==> src/rtl/core/hrxpd_pkg.sv <==
// ----------------------------------------------------------------------------
// hrxpd_pkg
// Shared types, codes and the palette colour end table of the picture decoder.
// ----------------------------------------------------------------------------
package hrxpd_pkg;

    // default sizes
    localparam int unsigned RUN_TABLE_DEPTH_DEF = 16;
    localparam int unsigned LINE_PIXELS_DEF     = 320;
    localparam int unsigned PICTURE_PIXELS_DEF  = 24320;
    localparam int unsigned TREE_BYTES_DEF      = 256;

    // input opcodes
    localparam logic [1:0] OP_START = 2'd0;
    localparam logic [1:0] OP_TREE  = 2'd1;
    localparam logic [1:0] OP_BIT   = 2'd2;

    // result status codes
    localparam logic [1:0] ST_QUAD      = 2'd0;
    localparam logic [1:0] ST_UNSUP     = 2'd1;
    localparam logic [1:0] ST_RUN_LARGE = 2'd2;

    // decode phases
    localparam logic [1:0] PH_PALETTE = 2'd0;
    localparam logic [1:0] PH_RUN     = 2'd1;
    localparam logic [1:0] PH_PIXEL   = 2'd2;
    localparam logic [1:0] PH_STOP    = 2'd3;

    // stream constants
    localparam logic [7:0] RLE_TREE_SIZE  = 8'h3e;
    localparam logic [7:0] NO_RUN_CODE_A  = 8'd128;
    localparam logic [7:0] NO_RUN_CODE_B  = 8'd1;
    localparam logic [4:0] BLACK_MIN      = 5'd12;
    localparam logic [4:0] PALETTE_LAST   = 5'd15;

    // one result beat
    typedef struct packed {
        logic [3:0][1:0]  pixel;
        logic [3:0][29:0] colour;
        logic [1:0]       status;
        logic             burst_last;
        logic             picture_done;
    } hrxpd_result_t;

    // dark end of each base colour
    function automatic logic [29:0] colour_dark(input logic [3:0] base);
        logic [29:0] v;
        case (base)
            4'd0:    v = 30'h00000000;
            4'd1:    v = 30'h10420000;
            4'd2:    v = 30'h11419010;
            4'd3:    v = 30'h1751f030;
            4'd4:    v = 30'h12817000;
            4'd5:    v = 30'h124000d8;
            4'd6:    v = 30'h120031b1;
            4'd7:    v = 30'h0141e205;
            4'd8:    v = 30'h02c071e5;
            4'd9:    v = 30'h07429169;
            4'd10:   v = 30'h0004b165;
            4'd11:   v = 30'h00048000;
            4'd12:   v = 30'h05840000;
            4'd13:   v = 30'h0b035000;
            4'd14:   v = 30'h1183a024;
            default: v = 30'h1001a008;
        endcase
        return v;
    endfunction

    // bright end of each base colour
    function automatic logic [29:0] colour_bright(input logic [3:0] base);
        logic [29:0] v;
        case (base)
            4'd0:    v = 30'h3e6f9be6;
            4'd1:    v = 30'h3ffffeaa;
            4'd2:    v = 30'h3ffe6aae;
            4'd3:    v = 30'h3ffdab42;
            4'd4:    v = 30'h3ffcab7a;
            4'd5:    v = 30'h3ffcab7a;
            4'd6:    v = 30'h39ab6bff;
            4'd7:    v = 30'h336d3bff;
            4'd8:    v = 30'h34ed1bff;
            4'd9:    v = 30'h302ebbff;
            4'd10:   v = 30'h31ef6bff;
            4'd11:   v = 30'h336fff36;
            4'd12:   v = 30'h2f2ffe69;
            4'd13:   v = 30'h3caffeae;
            4'd14:   v = 30'h3f6f3afa;
            default: v = 30'h3ffdaa59;
        endcase
        return v;
    endfunction

endpackage

==> src/rtl/core/hrxpd_if.sv <==
// ----------------------------------------------------------------------------
// hrxpd channel interfaces
// Valid/ready channels for input items and for decoded result beats.
// ----------------------------------------------------------------------------
interface hrxpd_in_if;
    logic       valid;
    logic       ready;
    logic [1:0] opcode;
    logic [7:0] byte_value;
    logic [7:0] tree_position;
    logic       data_bit;

    modport source (output valid, opcode, byte_value, tree_position, data_bit, input ready);
    modport sink   (input valid, opcode, byte_value, tree_position, data_bit, output ready);
endinterface

interface hrxpd_out_if;
    logic        valid;
    logic        ready;
    logic [1:0]  pixel_a;
    logic [1:0]  pixel_b;
    logic [1:0]  pixel_c;
    logic [1:0]  pixel_d;
    logic [29:0] colour_a;
    logic [29:0] colour_b;
    logic [29:0] colour_c;
    logic [29:0] colour_d;
    logic [1:0]  status;
    logic        burst_last;
    logic        picture_done;

    modport source (output valid, pixel_a, pixel_b, pixel_c, pixel_d, colour_a, colour_b,
                    colour_c, colour_d, status, burst_last, picture_done, input ready);
    modport sink   (input valid, pixel_a, pixel_b, pixel_c, pixel_d, colour_a, colour_b,
                    colour_c, colour_d, status, burst_last, picture_done, output ready);
endinterface

==> src/rtl/core/hrxpd_ram.sv <==
// ----------------------------------------------------------------------------
// hrxpd_ram
// Generic single write port, single read port RAM with registered read data.
// ----------------------------------------------------------------------------
module hrxpd_ram #(
    parameter int unsigned WIDTH = 8,
    parameter int unsigned DEPTH = 256,
    localparam int unsigned AW   = (DEPTH > 1) ? $clog2(DEPTH) : 1
) (
    input  logic             clk,
    input  logic             we,
    input  logic [AW-1:0]    waddr,
    input  logic [WIDTH-1:0] wdata,
    input  logic [AW-1:0]    raddr,
    output logic [WIDTH-1:0] rdata
);

    logic [WIDTH-1:0] mem [DEPTH];

    // write port
    always_ff @(posedge clk)
    begin
        if (we)
        begin
            mem[waddr] <= wdata;
        end
    end

    // registered read port
    always_ff @(posedge clk)
    begin
        rdata <= mem[raddr];
    end

endmodule

==> src/rtl/core/huffman_rle_xor_picture_decoder.sv <==
// ----------------------------------------------------------------------------
// huffman_rle_xor_picture_decoder
// Huffman tree walk, palette build, run expansion and XOR line decoding.
// ----------------------------------------------------------------------------
// Input items are taken one at a time; ready is high only while the sequencer
// is idle. A data bit that only moves through the tree or buffers a symbol
// costs one tree store read. A fourth symbol runs three codes through the
// sequencer: a palette code is shaded with one multiply per colour channel
// for the first four entries, and a pixel code searches the run table, then
// for each quad does one read and one write of the line store per pixel,
// then the beat. After reset and after each start item the line store is
// cleared, one entry a cycle, through all LINE_PIXELS entries. Result beats
// leave through a one-beat hold stage and an output register, so the final
// beat of a burst is flagged once the item's work is complete.
module huffman_rle_xor_picture_decoder #(
    parameter int unsigned RUN_TABLE_DEPTH = hrxpd_pkg::RUN_TABLE_DEPTH_DEF,
    parameter int unsigned LINE_PIXELS     = hrxpd_pkg::LINE_PIXELS_DEF,
    parameter int unsigned PICTURE_PIXELS  = hrxpd_pkg::PICTURE_PIXELS_DEF,
    parameter int unsigned TREE_BYTES      = hrxpd_pkg::TREE_BYTES_DEF
) (
    input  logic        clk,
    input  logic        rst_n,
    hrxpd_in_if.sink    in_ch,
    hrxpd_out_if.source out_ch
);

    import hrxpd_pkg::*;

    localparam int unsigned TA_W       = $clog2(TREE_BYTES);
    localparam int unsigned XA_W       = $clog2(LINE_PIXELS);
    localparam int unsigned RT_AW      = $clog2(RUN_TABLE_DEPTH);
    localparam int unsigned QUAD_LIMIT = (PICTURE_PIXELS + 3) / 4;
    localparam int unsigned QC_W       = $clog2(QUAD_LIMIT + 1);

    // sequencer states
    localparam logic [3:0] S_IDLE   = 4'd0;
    localparam logic [3:0] S_CLEAR  = 4'd1;
    localparam logic [3:0] S_TREE   = 4'd2;
    localparam logic [3:0] S_CODE   = 4'd3;
    localparam logic [3:0] S_SHADE  = 4'd4;
    localparam logic [3:0] S_SEARCH = 4'd5;
    localparam logic [3:0] S_QUAD   = 4'd6;
    localparam logic [3:0] S_XRD    = 4'd7;
    localparam logic [3:0] S_XWR    = 4'd8;
    localparam logic [3:0] S_QEMIT  = 4'd9;
    localparam logic [3:0] S_FIN    = 4'd10;

    // control registers
    logic [3:0]      state_reg, state_next;
    logic [1:0]      phase_reg, phase_next;
    logic [7:0]      tree_size_reg, tree_size_next;
    logic [6:0]      node_reg, node_next;
    logic [1:0]      sym_cnt_reg, sym_cnt_next;
    logic [4:0]      pal_cnt_reg, pal_cnt_next;
    logic [4:0]      black_reg, black_next;
    logic [7:0]      run_exp_reg, run_exp_next;
    logic [4:0]      run_cnt_reg, run_cnt_next;
    logic [7:0]      last_code_reg, last_code_next;
    logic [XA_W-1:0] xpos_reg, xpos_next;
    logic [QC_W-1:0] quad_reg, quad_next;
    logic [1:0]      idx_reg, idx_next;
    logic [XA_W-1:0] clr_reg, clr_next;
    logic [1:0]      ch_reg, ch_next;
    logic [1:0]      k_reg, k_next;
    logic [4:0]      srch_reg, srch_next;
    logic [4:0]      rep_reg, rep_next;
    logic            oor_reg, oor_next;
    logic            out_valid_reg, out_valid_next;
    logic            pend_valid_reg, pend_valid_next;

    // payload registers
    logic [2:0][7:0]  sym_reg, sym_next;
    logic [7:0]       tops_reg, tops_next;
    logic [7:0]       code_reg, code_next;
    logic [3:0][29:0] pal_reg, pal_next;
    logic [7:0]       rt_reg [RUN_TABLE_DEPTH];
    logic [7:0]       rt_next [RUN_TABLE_DEPTH];
    logic [29:0]      shade_reg, shade_next;
    logic [1:0]       pidx_reg, pidx_next;
    logic [3:0][1:0]  px_reg, px_next;
    hrxpd_result_t    out_reg, out_next;
    hrxpd_result_t    pend_reg, pend_next;

    // memory ports
    logic            tram_we;
    logic [7:0]      tram_rdata;
    logic [7:0]      taddr;
    logic            xram_we;
    logic [XA_W-1:0] xram_waddr;
    logic [1:0]      xram_wdata;
    logic [1:0]      xram_rdata;

    // working signals
    logic          accept;
    logic          out_free;
    logic          can_emit;
    logic          emit_req;
    logic          fin_push;
    hrxpd_result_t emit_data;
    logic [7:0]    branch;
    logic [7:0]    cur_code;
    logic [4:0]    black_inc;
    logic [7:0]    run_first;
    logic [3:0]    adv_state;
    logic          halted;
    logic [29:0]   lo_end;
    logic [29:0]   hi_end;
    logic [9:0]    sh_dark;
    logic [9:0]    sh_bright;
    logic [13:0]   sh_prod;
    logic [9:0]    sh_val;
    logic [1:0]    pix_raw;
    logic [1:0]    pix_xor;
    logic [XA_W-1:0] xpos_inc;

    assign accept   = in_ch.valid && in_ch.ready;
    assign out_free = !out_valid_reg || out_ch.ready;
    assign can_emit = !pend_valid_reg || out_free;
    assign halted   = (phase_reg == PH_STOP) || (quad_reg >= QC_W'(QUAD_LIMIT));
    assign taddr    = {node_reg, ~in_ch.data_bit};
    assign branch   = oor_reg ? 8'd0 : tram_rdata;
    assign in_ch.ready = (state_reg == S_IDLE);

    // tree node store
    hrxpd_ram #(.WIDTH(8), .DEPTH(TREE_BYTES)) u_tree_ram (
        .clk   (clk),
        .we    (tram_we),
        .waddr (in_ch.tree_position[TA_W-1:0]),
        .wdata (in_ch.byte_value),
        .raddr (taddr[TA_W-1:0]),
        .rdata (tram_rdata)
    );

    // xor line store
    hrxpd_ram #(.WIDTH(2), .DEPTH(LINE_PIXELS)) u_line_ram (
        .clk   (clk),
        .we    (xram_we),
        .waddr (xram_waddr),
        .wdata (xram_wdata),
        .raddr (xpos_reg),
        .rdata (xram_rdata)
    );

    // code assembled from a buffered symbol and its two top bits
    always_comb
    begin
        case (idx_reg)
            2'd0:    cur_code = {tops_reg[5:4], sym_reg[0][5:0]};
            2'd1:    cur_code = {tops_reg[3:2], sym_reg[1][5:0]};
            default: cur_code = {tops_reg[1:0], sym_reg[2][5:0]};
        endcase
        cur_code[5:0] = sym_reg[idx_reg][5:0];
        cur_code[7:6] = cur_code[7:6] | sym_reg[idx_reg][7:6];
    end

    assign black_inc = black_reg + ((cur_code == 8'd0) ? 5'd1 : 5'd0);
    assign run_first = ((cur_code == NO_RUN_CODE_A) || (cur_code == NO_RUN_CODE_B)) ?
                       8'd0 : cur_code;
    assign adv_state = (idx_reg == 2'd2) ? S_FIN : S_CODE;
    assign xpos_inc  = (xpos_reg == XA_W'(LINE_PIXELS - 1)) ? '0 : xpos_reg + 1'b1;

    // shared channel interpolator: one 10x4 multiply a cycle
    always_comb
    begin
        lo_end    = colour_dark(code_reg[7:4]);
        hi_end    = colour_bright(code_reg[7:4]);
        sh_dark   = lo_end[ch_reg * 10 +: 10];
        sh_bright = hi_end[ch_reg * 10 +: 10];
        sh_prod   = 14'(sh_bright - sh_dark) * 14'(code_reg[3:0]);
        sh_val    = (sh_bright >= sh_dark) ? sh_dark + sh_prod[13:4] : sh_dark;
    end

    // pixel of the literal code and its xor with the line store
    assign pix_raw = last_code_reg[6 - 2 * k_reg +: 2];
    assign pix_xor = xram_rdata ^ pix_raw;

    // sequencer
    always_comb
    begin
        state_next      = state_reg;
        phase_next      = phase_reg;
        tree_size_next  = tree_size_reg;
        node_next       = node_reg;
        sym_cnt_next    = sym_cnt_reg;
        pal_cnt_next    = pal_cnt_reg;
        black_next      = black_reg;
        run_exp_next    = run_exp_reg;
        run_cnt_next    = run_cnt_reg;
        last_code_next  = last_code_reg;
        xpos_next       = xpos_reg;
        quad_next       = quad_reg;
        idx_next        = idx_reg;
        clr_next        = clr_reg;
        ch_next         = ch_reg;
        k_next          = k_reg;
        srch_next       = srch_reg;
        rep_next        = rep_reg;
        oor_next        = oor_reg;
        sym_next        = sym_reg;
        tops_next       = tops_reg;
        code_next       = code_reg;
        pal_next        = pal_reg;
        rt_next         = rt_reg;
        shade_next      = shade_reg;
        pidx_next       = pidx_reg;
        px_next         = px_reg;
        emit_req        = 1'b0;
        emit_data       = '0;
        fin_push        = 1'b0;
        tram_we         = 1'b0;
        xram_we         = 1'b0;
        xram_waddr      = xpos_reg;
        xram_wdata      = 2'd0;

        unique case (state_reg)
            S_CLEAR:
            begin
                xram_we    = 1'b1;
                xram_waddr = clr_reg;
                if (clr_reg == XA_W'(LINE_PIXELS - 1))
                begin
                    clr_next   = '0;
                    state_next = S_IDLE;
                end
                else
                begin
                    clr_next = clr_reg + 1'b1;
                end
            end

            S_IDLE:
            begin
                if (accept)
                begin
                    case (in_ch.opcode)
                        OP_START:
                        begin
                            tree_size_next = in_ch.byte_value;
                            node_next      = '0;
                            sym_cnt_next   = '0;
                            phase_next     = PH_PALETTE;
                            pal_cnt_next   = '0;
                            black_next     = '0;
                            run_exp_next   = '0;
                            run_cnt_next   = '0;
                            last_code_next = '0;
                            xpos_next      = '0;
                            quad_next      = '0;
                            clr_next       = '0;
                            state_next     = S_CLEAR;
                        end
                        OP_TREE:
                        begin
                            tram_we = ({1'b0, in_ch.tree_position} < 9'(TREE_BYTES));
                        end
                        OP_BIT:
                        begin
                            if (!halted)
                            begin
                                oor_next   = ({1'b0, taddr} >= 9'(TREE_BYTES));
                                state_next = S_TREE;
                            end
                        end
                        default:
                        begin
                        end
                    endcase
                end
            end

            S_TREE:
            begin
                if (branch[7])
                begin
                    node_next  = branch[6:0];
                    state_next = S_IDLE;
                end
                else
                begin
                    node_next = '0;
                    if (sym_cnt_reg != 2'd3)
                    begin
                        sym_next[sym_cnt_reg] = branch;
                        sym_cnt_next          = sym_cnt_reg + 1'b1;
                        state_next            = S_IDLE;
                    end
                    else
                    begin
                        sym_cnt_next = '0;
                        tops_next    = branch;
                        idx_next     = '0;
                        state_next   = S_CODE;
                    end
                end
            end

            S_CODE:
            begin
                idx_next = idx_reg + 1'b1;
                case (phase_reg)
                    PH_PALETTE:
                    begin
                        if ((pal_cnt_reg == PALETTE_LAST) && (black_inc < BLACK_MIN))
                        begin
                            // palette too colourful: stop the picture
                            emit_req         = 1'b1;
                            emit_data.status = ST_UNSUP;
                            idx_next         = idx_reg;
                            if (can_emit)
                            begin
                                phase_next = PH_STOP;
                                state_next = S_FIN;
                            end
                        end
                        else
                        begin
                            pal_cnt_next = pal_cnt_reg + 1'b1;
                            black_next   = black_inc;
                            if (pal_cnt_reg == PALETTE_LAST)
                            begin
                                phase_next = (tree_size_reg == RLE_TREE_SIZE) ?
                                             PH_RUN : PH_PIXEL;
                            end
                            if (pal_cnt_reg < 5'd4)
                            begin
                                code_next  = cur_code;
                                pidx_next  = pal_cnt_reg[1:0];
                                ch_next    = '0;
                                shade_next = '0;
                                idx_next   = idx_reg;
                                state_next = S_SHADE;
                            end
                            else
                            begin
                                state_next = adv_state;
                            end
                        end
                    end

                    PH_RUN:
                    begin
                        if (run_exp_reg == 8'd0)
                        begin
                            if (run_first > 8'(RUN_TABLE_DEPTH))
                            begin
                                emit_req         = 1'b1;
                                emit_data.status = ST_RUN_LARGE;
                                idx_next         = idx_reg;
                                if (can_emit)
                                begin
                                    phase_next = PH_STOP;
                                    state_next = S_FIN;
                                end
                            end
                            else
                            begin
                                run_exp_next = run_first;
                                run_cnt_next = '0;
                                if (run_first == 8'd0)
                                begin
                                    phase_next = PH_PIXEL;
                                end
                                state_next = adv_state;
                            end
                        end
                        else
                        begin
                            if (run_cnt_reg < 5'(RUN_TABLE_DEPTH))
                            begin
                                rt_next[run_cnt_reg[RT_AW-1:0]] = cur_code;
                                run_cnt_next                    = run_cnt_reg + 1'b1;
                            end
                            if (run_exp_reg == {3'b000, run_cnt_next})
                            begin
                                phase_next = PH_PIXEL;
                            end
                            state_next = adv_state;
                        end
                    end

                    PH_PIXEL:
                    begin
                        code_next  = cur_code;
                        srch_next  = '0;
                        rep_next   = '0;
                        idx_next   = idx_reg;
                        state_next = S_SEARCH;
                    end

                    default:
                    begin
                        state_next = S_FIN;
                    end
                endcase
            end

            S_SHADE:
            begin
                shade_next[ch_reg * 10 +: 10] = sh_val;
                if (ch_reg == 2'd2)
                begin
                    pal_next[pidx_reg] = shade_next;
                    idx_next           = idx_reg + 1'b1;
                    state_next         = adv_state;
                end
                else
                begin
                    ch_next = ch_reg + 1'b1;
                end
            end

            S_SEARCH:
            begin
                // highest matching run table position wins
                if (srch_reg < run_cnt_reg)
                begin
                    if (rt_reg[srch_reg[RT_AW-1:0]] == code_reg)
                    begin
                        rep_next = srch_reg + 1'b1;
                    end
                    srch_next = srch_reg + 1'b1;
                end
                else
                begin
                    if (rep_reg == 5'd0)
                    begin
                        last_code_next = code_reg;
                        rep_next       = 5'd1;
                    end
                    state_next = S_QUAD;
                end
            end

            S_QUAD:
            begin
                if ((rep_reg == 5'd0) || (quad_reg >= QC_W'(QUAD_LIMIT)))
                begin
                    idx_next   = idx_reg + 1'b1;
                    state_next = adv_state;
                end
                else
                begin
                    k_next     = '0;
                    state_next = S_XRD;
                end
            end

            S_XRD:
            begin
                state_next = S_XWR;
            end

            S_XWR:
            begin
                xram_we         = 1'b1;
                xram_wdata      = pix_xor;
                px_next[k_reg]  = (run_exp_reg != 8'd0) ? pix_xor : pix_raw;
                xpos_next       = xpos_inc;
                k_next          = k_reg + 1'b1;
                state_next      = (k_reg == 2'd3) ? S_QEMIT : S_XRD;
            end

            S_QEMIT:
            begin
                emit_req               = 1'b1;
                emit_data.status       = ST_QUAD;
                emit_data.pixel        = px_reg;
                emit_data.colour[0]    = pal_reg[px_reg[0]];
                emit_data.colour[1]    = pal_reg[px_reg[1]];
                emit_data.colour[2]    = pal_reg[px_reg[2]];
                emit_data.colour[3]    = pal_reg[px_reg[3]];
                emit_data.picture_done = ((quad_reg + 1'b1) >= QC_W'(QUAD_LIMIT));
                if (can_emit)
                begin
                    quad_next  = quad_reg + 1'b1;
                    rep_next   = rep_reg - 1'b1;
                    state_next = S_QUAD;
                end
            end

            S_FIN:
            begin
                if (!pend_valid_reg)
                begin
                    state_next = S_IDLE;
                end
                else if (out_free)
                begin
                    fin_push   = 1'b1;
                    state_next = S_IDLE;
                end
            end

            default:
            begin
                state_next = S_IDLE;
            end
        endcase
    end

    // hold stage and output register: a beat is flagged last at step end
    always_comb
    begin
        out_valid_next  = out_valid_reg && !out_ch.ready;
        out_next        = out_reg;
        pend_valid_next = pend_valid_reg;
        pend_next       = pend_reg;
        if (emit_req && can_emit)
        begin
            if (pend_valid_reg)
            begin
                out_next            = pend_reg;
                out_next.burst_last = 1'b0;
                out_valid_next      = 1'b1;
            end
            pend_next       = emit_data;
            pend_valid_next = 1'b1;
        end
        if (fin_push)
        begin
            out_next            = pend_reg;
            out_next.burst_last = 1'b1;
            out_valid_next      = 1'b1;
            pend_valid_next     = 1'b0;
        end
    end

    // control state
    always_ff @(posedge clk or negedge rst_n)
    begin
        if (!rst_n)
        begin
            state_reg      <= S_CLEAR;
            phase_reg      <= PH_PALETTE;
            tree_size_reg  <= '0;
            node_reg       <= '0;
            sym_cnt_reg    <= '0;
            pal_cnt_reg    <= '0;
            black_reg      <= '0;
            run_exp_reg    <= '0;
            run_cnt_reg    <= '0;
            last_code_reg  <= '0;
            xpos_reg       <= '0;
            quad_reg       <= '0;
            idx_reg        <= '0;
            clr_reg        <= '0;
            ch_reg         <= '0;
            k_reg          <= '0;
            srch_reg       <= '0;
            rep_reg        <= '0;
            oor_reg        <= 1'b0;
            out_valid_reg  <= 1'b0;
            pend_valid_reg <= 1'b0;
        end
        else
        begin
            state_reg      <= state_next;
            phase_reg      <= phase_next;
            tree_size_reg  <= tree_size_next;
            node_reg       <= node_next;
            sym_cnt_reg    <= sym_cnt_next;
            pal_cnt_reg    <= pal_cnt_next;
            black_reg      <= black_next;
            run_exp_reg    <= run_exp_next;
            run_cnt_reg    <= run_cnt_next;
            last_code_reg  <= last_code_next;
            xpos_reg       <= xpos_next;
            quad_reg       <= quad_next;
            idx_reg        <= idx_next;
            clr_reg        <= clr_next;
            ch_reg         <= ch_next;
            k_reg          <= k_next;
            srch_reg       <= srch_next;
            rep_reg        <= rep_next;
            oor_reg        <= oor_next;
            out_valid_reg  <= out_valid_next;
            pend_valid_reg <= pend_valid_next;
        end
    end

    // payload
    always_ff @(posedge clk)
    begin
        sym_reg   <= sym_next;
        tops_reg  <= tops_next;
        code_reg  <= code_next;
        pal_reg   <= pal_next;
        rt_reg    <= rt_next;
        shade_reg <= shade_next;
        pidx_reg  <= pidx_next;
        px_reg    <= px_next;
        out_reg   <= out_next;
        pend_reg  <= pend_next;
    end

    // output port
    assign out_ch.valid        = out_valid_reg;
    assign out_ch.pixel_a      = out_reg.pixel[0];
    assign out_ch.pixel_b      = out_reg.pixel[1];
    assign out_ch.pixel_c      = out_reg.pixel[2];
    assign out_ch.pixel_d      = out_reg.pixel[3];
    assign out_ch.colour_a     = out_reg.colour[0];
    assign out_ch.colour_b     = out_reg.colour[1];
    assign out_ch.colour_c     = out_reg.colour[2];
    assign out_ch.colour_d     = out_reg.colour[3];
    assign out_ch.status       = out_reg.status;
    assign out_ch.burst_last   = out_reg.burst_last;
    assign out_ch.picture_done = out_reg.picture_done;

    // a status beat always ends its burst
    a_status_last: assert property (@(posedge clk) disable iff (!rst_n)
        (out_ch.valid && (out_ch.status != ST_QUAD)) |-> out_ch.burst_last)
        else $error("status beat not flagged last");

    // the final quad of the picture ends its burst
    a_done_last: assert property (@(posedge clk) disable iff (!rst_n)
        (out_ch.valid && out_ch.picture_done) |-> out_ch.burst_last)
        else $error("picture done beat not flagged last");

    // quad count never runs past the picture
    a_quad_bound: assert property (@(posedge clk) disable iff (!rst_n)
        quad_reg <= QC_W'(QUAD_LIMIT))
        else $error("quad count beyond picture");

    // line position stays inside the line store
    a_xpos_bound: assert property (@(posedge clk) disable iff (!rst_n)
        xpos_reg < XA_W'(LINE_PIXELS))
        else $error("line position out of range");

    // no input item is taken with a beat still held back
    a_idle_flushed: assert property (@(posedge clk) disable iff (!rst_n)
        in_ch.ready |-> !pend_valid_reg)
        else $error("held beat left behind at idle");

endmodule
==> src/flat_wrapper.sv <==
// flat-port wrapper written by rule: the top's interface ports become plain ports
module huffman_rle_xor_picture_decoder_flat import hrxpd_pkg::*;
#(
    parameter int unsigned RUN_TABLE_DEPTH = hrxpd_pkg::RUN_TABLE_DEPTH_DEF,
    parameter int unsigned LINE_PIXELS     = hrxpd_pkg::LINE_PIXELS_DEF,
    parameter int unsigned PICTURE_PIXELS  = hrxpd_pkg::PICTURE_PIXELS_DEF,
    parameter int unsigned TREE_BYTES      = hrxpd_pkg::TREE_BYTES_DEF
)
  (clk, rst_n, in_ch_valid, in_ch_opcode, in_ch_byte_value, in_ch_tree_position, in_ch_data_bit, in_ch_ready, out_ch_valid, out_ch_pixel_a, out_ch_pixel_b, out_ch_pixel_c, out_ch_pixel_d, out_ch_colour_a, out_ch_colour_b, out_ch_colour_c, out_ch_colour_d, out_ch_status, out_ch_burst_last, out_ch_picture_done, out_ch_ready);
  hrxpd_in_if in_ch_i ();
  hrxpd_out_if out_ch_i ();
  input  logic clk;
  input  logic rst_n;
  input wire logic [$bits(in_ch_i.valid)-1:0] in_ch_valid;
  input wire logic [$bits(in_ch_i.opcode)-1:0] in_ch_opcode;
  input wire logic [$bits(in_ch_i.byte_value)-1:0] in_ch_byte_value;
  input wire logic [$bits(in_ch_i.tree_position)-1:0] in_ch_tree_position;
  input wire logic [$bits(in_ch_i.data_bit)-1:0] in_ch_data_bit;
  output wire logic [$bits(in_ch_i.ready)-1:0] in_ch_ready;
  output wire logic [$bits(out_ch_i.valid)-1:0] out_ch_valid;
  output wire logic [$bits(out_ch_i.pixel_a)-1:0] out_ch_pixel_a;
  output wire logic [$bits(out_ch_i.pixel_b)-1:0] out_ch_pixel_b;
  output wire logic [$bits(out_ch_i.pixel_c)-1:0] out_ch_pixel_c;
  output wire logic [$bits(out_ch_i.pixel_d)-1:0] out_ch_pixel_d;
  output wire logic [$bits(out_ch_i.colour_a)-1:0] out_ch_colour_a;
  output wire logic [$bits(out_ch_i.colour_b)-1:0] out_ch_colour_b;
  output wire logic [$bits(out_ch_i.colour_c)-1:0] out_ch_colour_c;
  output wire logic [$bits(out_ch_i.colour_d)-1:0] out_ch_colour_d;
  output wire logic [$bits(out_ch_i.status)-1:0] out_ch_status;
  output wire logic [$bits(out_ch_i.burst_last)-1:0] out_ch_burst_last;
  output wire logic [$bits(out_ch_i.picture_done)-1:0] out_ch_picture_done;
  input wire logic [$bits(out_ch_i.ready)-1:0] out_ch_ready;
  assign in_ch_i.valid = in_ch_valid;
  assign in_ch_i.opcode = in_ch_opcode;
  assign in_ch_i.byte_value = in_ch_byte_value;
  assign in_ch_i.tree_position = in_ch_tree_position;
  assign in_ch_i.data_bit = in_ch_data_bit;
  assign in_ch_ready = in_ch_i.ready;
  assign out_ch_valid = out_ch_i.valid;
  assign out_ch_pixel_a = out_ch_i.pixel_a;
  assign out_ch_pixel_b = out_ch_i.pixel_b;
  assign out_ch_pixel_c = out_ch_i.pixel_c;
  assign out_ch_pixel_d = out_ch_i.pixel_d;
  assign out_ch_colour_a = out_ch_i.colour_a;
  assign out_ch_colour_b = out_ch_i.colour_b;
  assign out_ch_colour_c = out_ch_i.colour_c;
  assign out_ch_colour_d = out_ch_i.colour_d;
  assign out_ch_status = out_ch_i.status;
  assign out_ch_burst_last = out_ch_i.burst_last;
  assign out_ch_picture_done = out_ch_i.picture_done;
  assign out_ch_i.ready = out_ch_ready;
  huffman_rle_xor_picture_decoder #(.RUN_TABLE_DEPTH(RUN_TABLE_DEPTH), .LINE_PIXELS(LINE_PIXELS), .PICTURE_PIXELS(PICTURE_PIXELS), .TREE_BYTES(TREE_BYTES)) u_core (.clk(clk), .rst_n(rst_n), .in_ch(in_ch_i), .out_ch(out_ch_i));
endmodule
==> config.mk <==
export PLATFORM = sky130hd
export DESIGN_NAME = huffman_rle_xor_picture_decoder_flat
export DESIGN_NICKNAME = d
export VERILOG_FILES = /design/src/rtl/core/hrxpd_pkg.sv /design/src/rtl/core/hrxpd_if.sv /design/src/rtl/core/hrxpd_ram.sv /design/src/rtl/core/huffman_rle_xor_picture_decoder.sv /design/src/flat_wrapper.sv
export SDC_FILE = /design/constraint.sdc
export NUM_CORES = 2
export LEC_CHECK = 0
export ABC_AREA = 1
export BUFFER_PORTS_ARGS = -buffer_cell sky130_fd_sc_hd__buf_2
export CAP_MARGIN = 20
export CELL_PAD_IN_SITES_DETAIL_PLACEMENT = 0
export CELL_PAD_IN_SITES_GLOBAL_PLACEMENT = 2
export CORE_ASPECT_RATIO = 2
export CORE_UTILIZATION = 30
export DETAILED_ROUTE_END_ITERATION = 16
export PLACE_DENSITY = 0.65
export SYNTH_ARGS = -nofsm -noshare
export SYNTH_HDL_FRONTEND = slang
export SYNTH_SLANG_ARGS = --single-unit
export TNS_END_PERCENT = 50
==> constraint.sdc <==
create_clock -name clk -period 17.1 [get_ports clk]
set_clock_uncertainty 0.2 [all_clocks]
set_input_delay 0.855 -clock clk [delete_from_list [all_inputs] [get_ports clk]]
set_output_delay 0.855 -clock clk [all_outputs]
set_load 0.02 [all_outputs]
==> run summary <==
Cell Pwr Density -> 153 nW/µm²
DP Cell Count -> 18000
TritonCTS clock tree -> built
fill count -> 46700
initial antenna violation count -> 11
synthesized instance count -> 12200
final worst slack -> 8.80 ns
IO buf count -> 156
GRT met3 Usage -> 1.69%
H-tree depth -> 5
asr flop ratio synth -> 3.00%
GR Util All Layers -> 18.4%
clock tree root driver cell -> clkbuf_16
GR Layer Usage met2 -> 35.6%
#FFs+latches synth -> 3439
final-report max-slew violation count -> 0
DP HPWL -> 284 mm
Cell variety after synth -> 62
hold depth -> 4
WP data arrival -> 8.71 ns
Routed Antenna Nets -> 0
First-pass DRT Iterations -> 6
Syn Area/Cell -> 11.7 µm²
die height -> 979 µm
grt met1 use -> 19.1%
final wirelength -> 456 mm
unrepaired setup endpoints after global routing -> no
EDFF count, synth -> 3276
Worst-path clk slew -> 0.07 ns
Final nets -> 12200
largest net degree at the start of global routing -> 223
Largest register FFs -> 2048
Syn Std Cell Area -> 143000 µm²
std cell rows -> 358
FF-to-FF path depth -> 35
first-pass GRT wire length -> 658 mm
vias in the first global route -> 96400
initial DRC count -> 7049
fmax -> 0.121 GHz
warnings from Yosys -> 0
vias -> 95300
Final Hold Viols -> 0
wire per inst -> 24.5 µm
CP dominant cell by count -> nand3_1
syn_nets -> 12300
Initial Util -> 30.2%
CP startpoint kind -> flip-flop
clk sink count -> 3439
Max Root-Sink Buffers -> 4
outcome -> completed
fin crit period -> 8.30 ns
proportion of layout cells with a drive suffix above 1 -> 7.48%
grt ovf -> 0
total power -> 24800 µW
Post-Place Setup Slack -> 8.71 ns
Fin Setup TNS -> 0 ns
final period utilization -> 48.5%
die area -> 481000 µm²
Static Leak -> 0.0520 µW
worst vdd ir -> 0.000352 V
kind of critical path -> flip-flop to flip-flop
post_cts resized -> 0
# IOs -> 157
Max-Cap Viols -> 0
worst-path fanout max -> 15
Setup crit end kind -> flip-flop
Critical Path RT -> 17.51 ns
area grow syn2layout -> 12.8%
DRC Markers -> 0
chip width -> 491 µm
GR peak layer -> met2
worst skew pair latency -> 0.94 ns
Non-Filler Instances -> 18600
GPL Wtd Cong -> 0.834
worst hold path type -> input pin to flip-flop
max_slew headroom -> 1.24%
Least-Margin Pin Slew -> 1.48 ns
DR vias/cell -> 5.12
Core Region -> 475000 µm²
Slowest cell on crit path -> dfrtp_1
total CTS buffers -> 326
Top FF cell, synth -> edfxtp_1
Seq/Total Area, Yosys -> 71.3%
CP max stage delay -> 0.71 ns
Setup Viol. Count Final -> 0
==> power breakdown <==
| part | internal [µW] | switching, µW |
|---|---|---|
| sequential | 9540 | 131 |
| combinational | 2210 | 5300 |
| clock | 4240 | 3330 |
| total | 16000 | 8770 |
==> timing repair <==
action / in CTS / in global routing
hold endpoints to repair: 48 / 0
setup buffers: 0 / 0
hold buffers: 1 / 0
==> area by class of cell <==
| cell class | count | area (µm²) | area share (%) |
|---|---|---|---|
| Inverter | 540 | 2070 | 1.28 |
| Timing Repair Buffer | 346 | 2530 | 1.57 |
| Clock inverter | 217 | 2490 | 1.54 |
| Antenna cell | 10 | 25.0 | 0.0155 |
| Tap cell | 6300 | 7880 | 4.88 |
| Sequential cell | 3439 | 102000 | 63.2 |
| Clock buffer | 381 | 8500 | 5.26 |
| Multi-Input combinational cell | 7393 | 36000 | 22.3 |
==> logic make-up after synthesis <==
| logic type | count (synthesis) | share of synthesized area [%] |
|---|---|---|
| mux | 7 | 0.0550 |
| xor+xnor | 46 | 0.281 |
| compound gates | 3447 | 13.4 |
| simple gates | 3797 | 10.3 |
| fa+ha+maj | 96 | 0.943 |
| buf+inv | 1384 | 3.71 |
| flops | 3439 | 71.3 |
==> path summary, 6_finish.rpt <==
path                                  startpoint               endpoint  slack (ns)
max in group asynchronous                  rst_n     u_core.srch_reg[0]       14.88
setup reg to reg                u_core.ch_reg[1]     u_core.pal_reg[73]        8.80
hold / removal                      out_ch_ready    u_core.out_ch.valid        0.10
hold reg to reg            u_core.pal_cnt_reg[2]  u_core.pal_cnt_reg[2]        0.28
setup / recovery                u_core.ch_reg[1]     u_core.pal_reg[73]        8.80
min in group asynchronous                  rst_n     u_core.xpos_reg[2]        0.36
==> worst max-delay path, delay by kind of cell (launching register included) <==
family | cells | cell delay [ns]
and+or+nand+nor | 17 | 2.84
adders and majority gates | 5 | 2.13
AOI/OAI and AO/OA | 8 | 1.44
DFF | 1 | 0.71
buffers and inverters | 4 | 0.56
xor gates and xnor gates | 1 | 0.09
==> cells in the mapped netlist, types with 76 or more instances <==
| master | number | share of area (%) |
|---|---|---|
| o22ai_1 | 786 | 3.4 |
| a21oi_1 | 345 | 1.2 |
| dfrtp_1 | 102 | 1.8 |
| edfxtp_1 | 3276 | 69 |
| clkbuf_1 | 761 | 2.0 |
| inv_1 | 519 | 1.4 |
| o21ai_0 | 1975 | 6.9 |
| nor2_1 | 2749 | 7.2 |
| o211ai_1 | 154 | 0.81 |
| nand3_1 | 182 | 0.64 |
| ha_1 | 76 | 0.66 |
| nand2_1 | 729 | 1.9 |
==> routing by layer <==
metal  part of all wire (%)  wire length (µm)
met2                     54            248000
met4                    6.2             28400
met5                 0.0029                13
met3                    3.6             16300
met1                     36            163000
==> stage by stage <==
step | hold WS, ns | util [%] | area (µm²)
6_report | 0.102 | 34.0 | 162000
5_1_grt | 0.103 | 34.0 | 162000
4_1_cts | 0.0210 | 34.0 | 162000
3_5_place_dp | 0.269 | 31.7 | 151000
3_3_place_gp | 0.267 | 31.7 | 151000
2_1_floorplan | 0.243 | - | 143000
==> cell usage in the layout, fill, tap and decap left out, drive strengths merged, types with 154 or more instances in the layout <==
master / n
nand2: 731
o22ai: 786
nor2: 2750
clkbuf: 381
o211ai: 154
edfxtp: 3276
nand3: 184
a21oi: 346
buf: 345
inv: 551
o21ai: 1984
(Power assumes the default switching activity.)
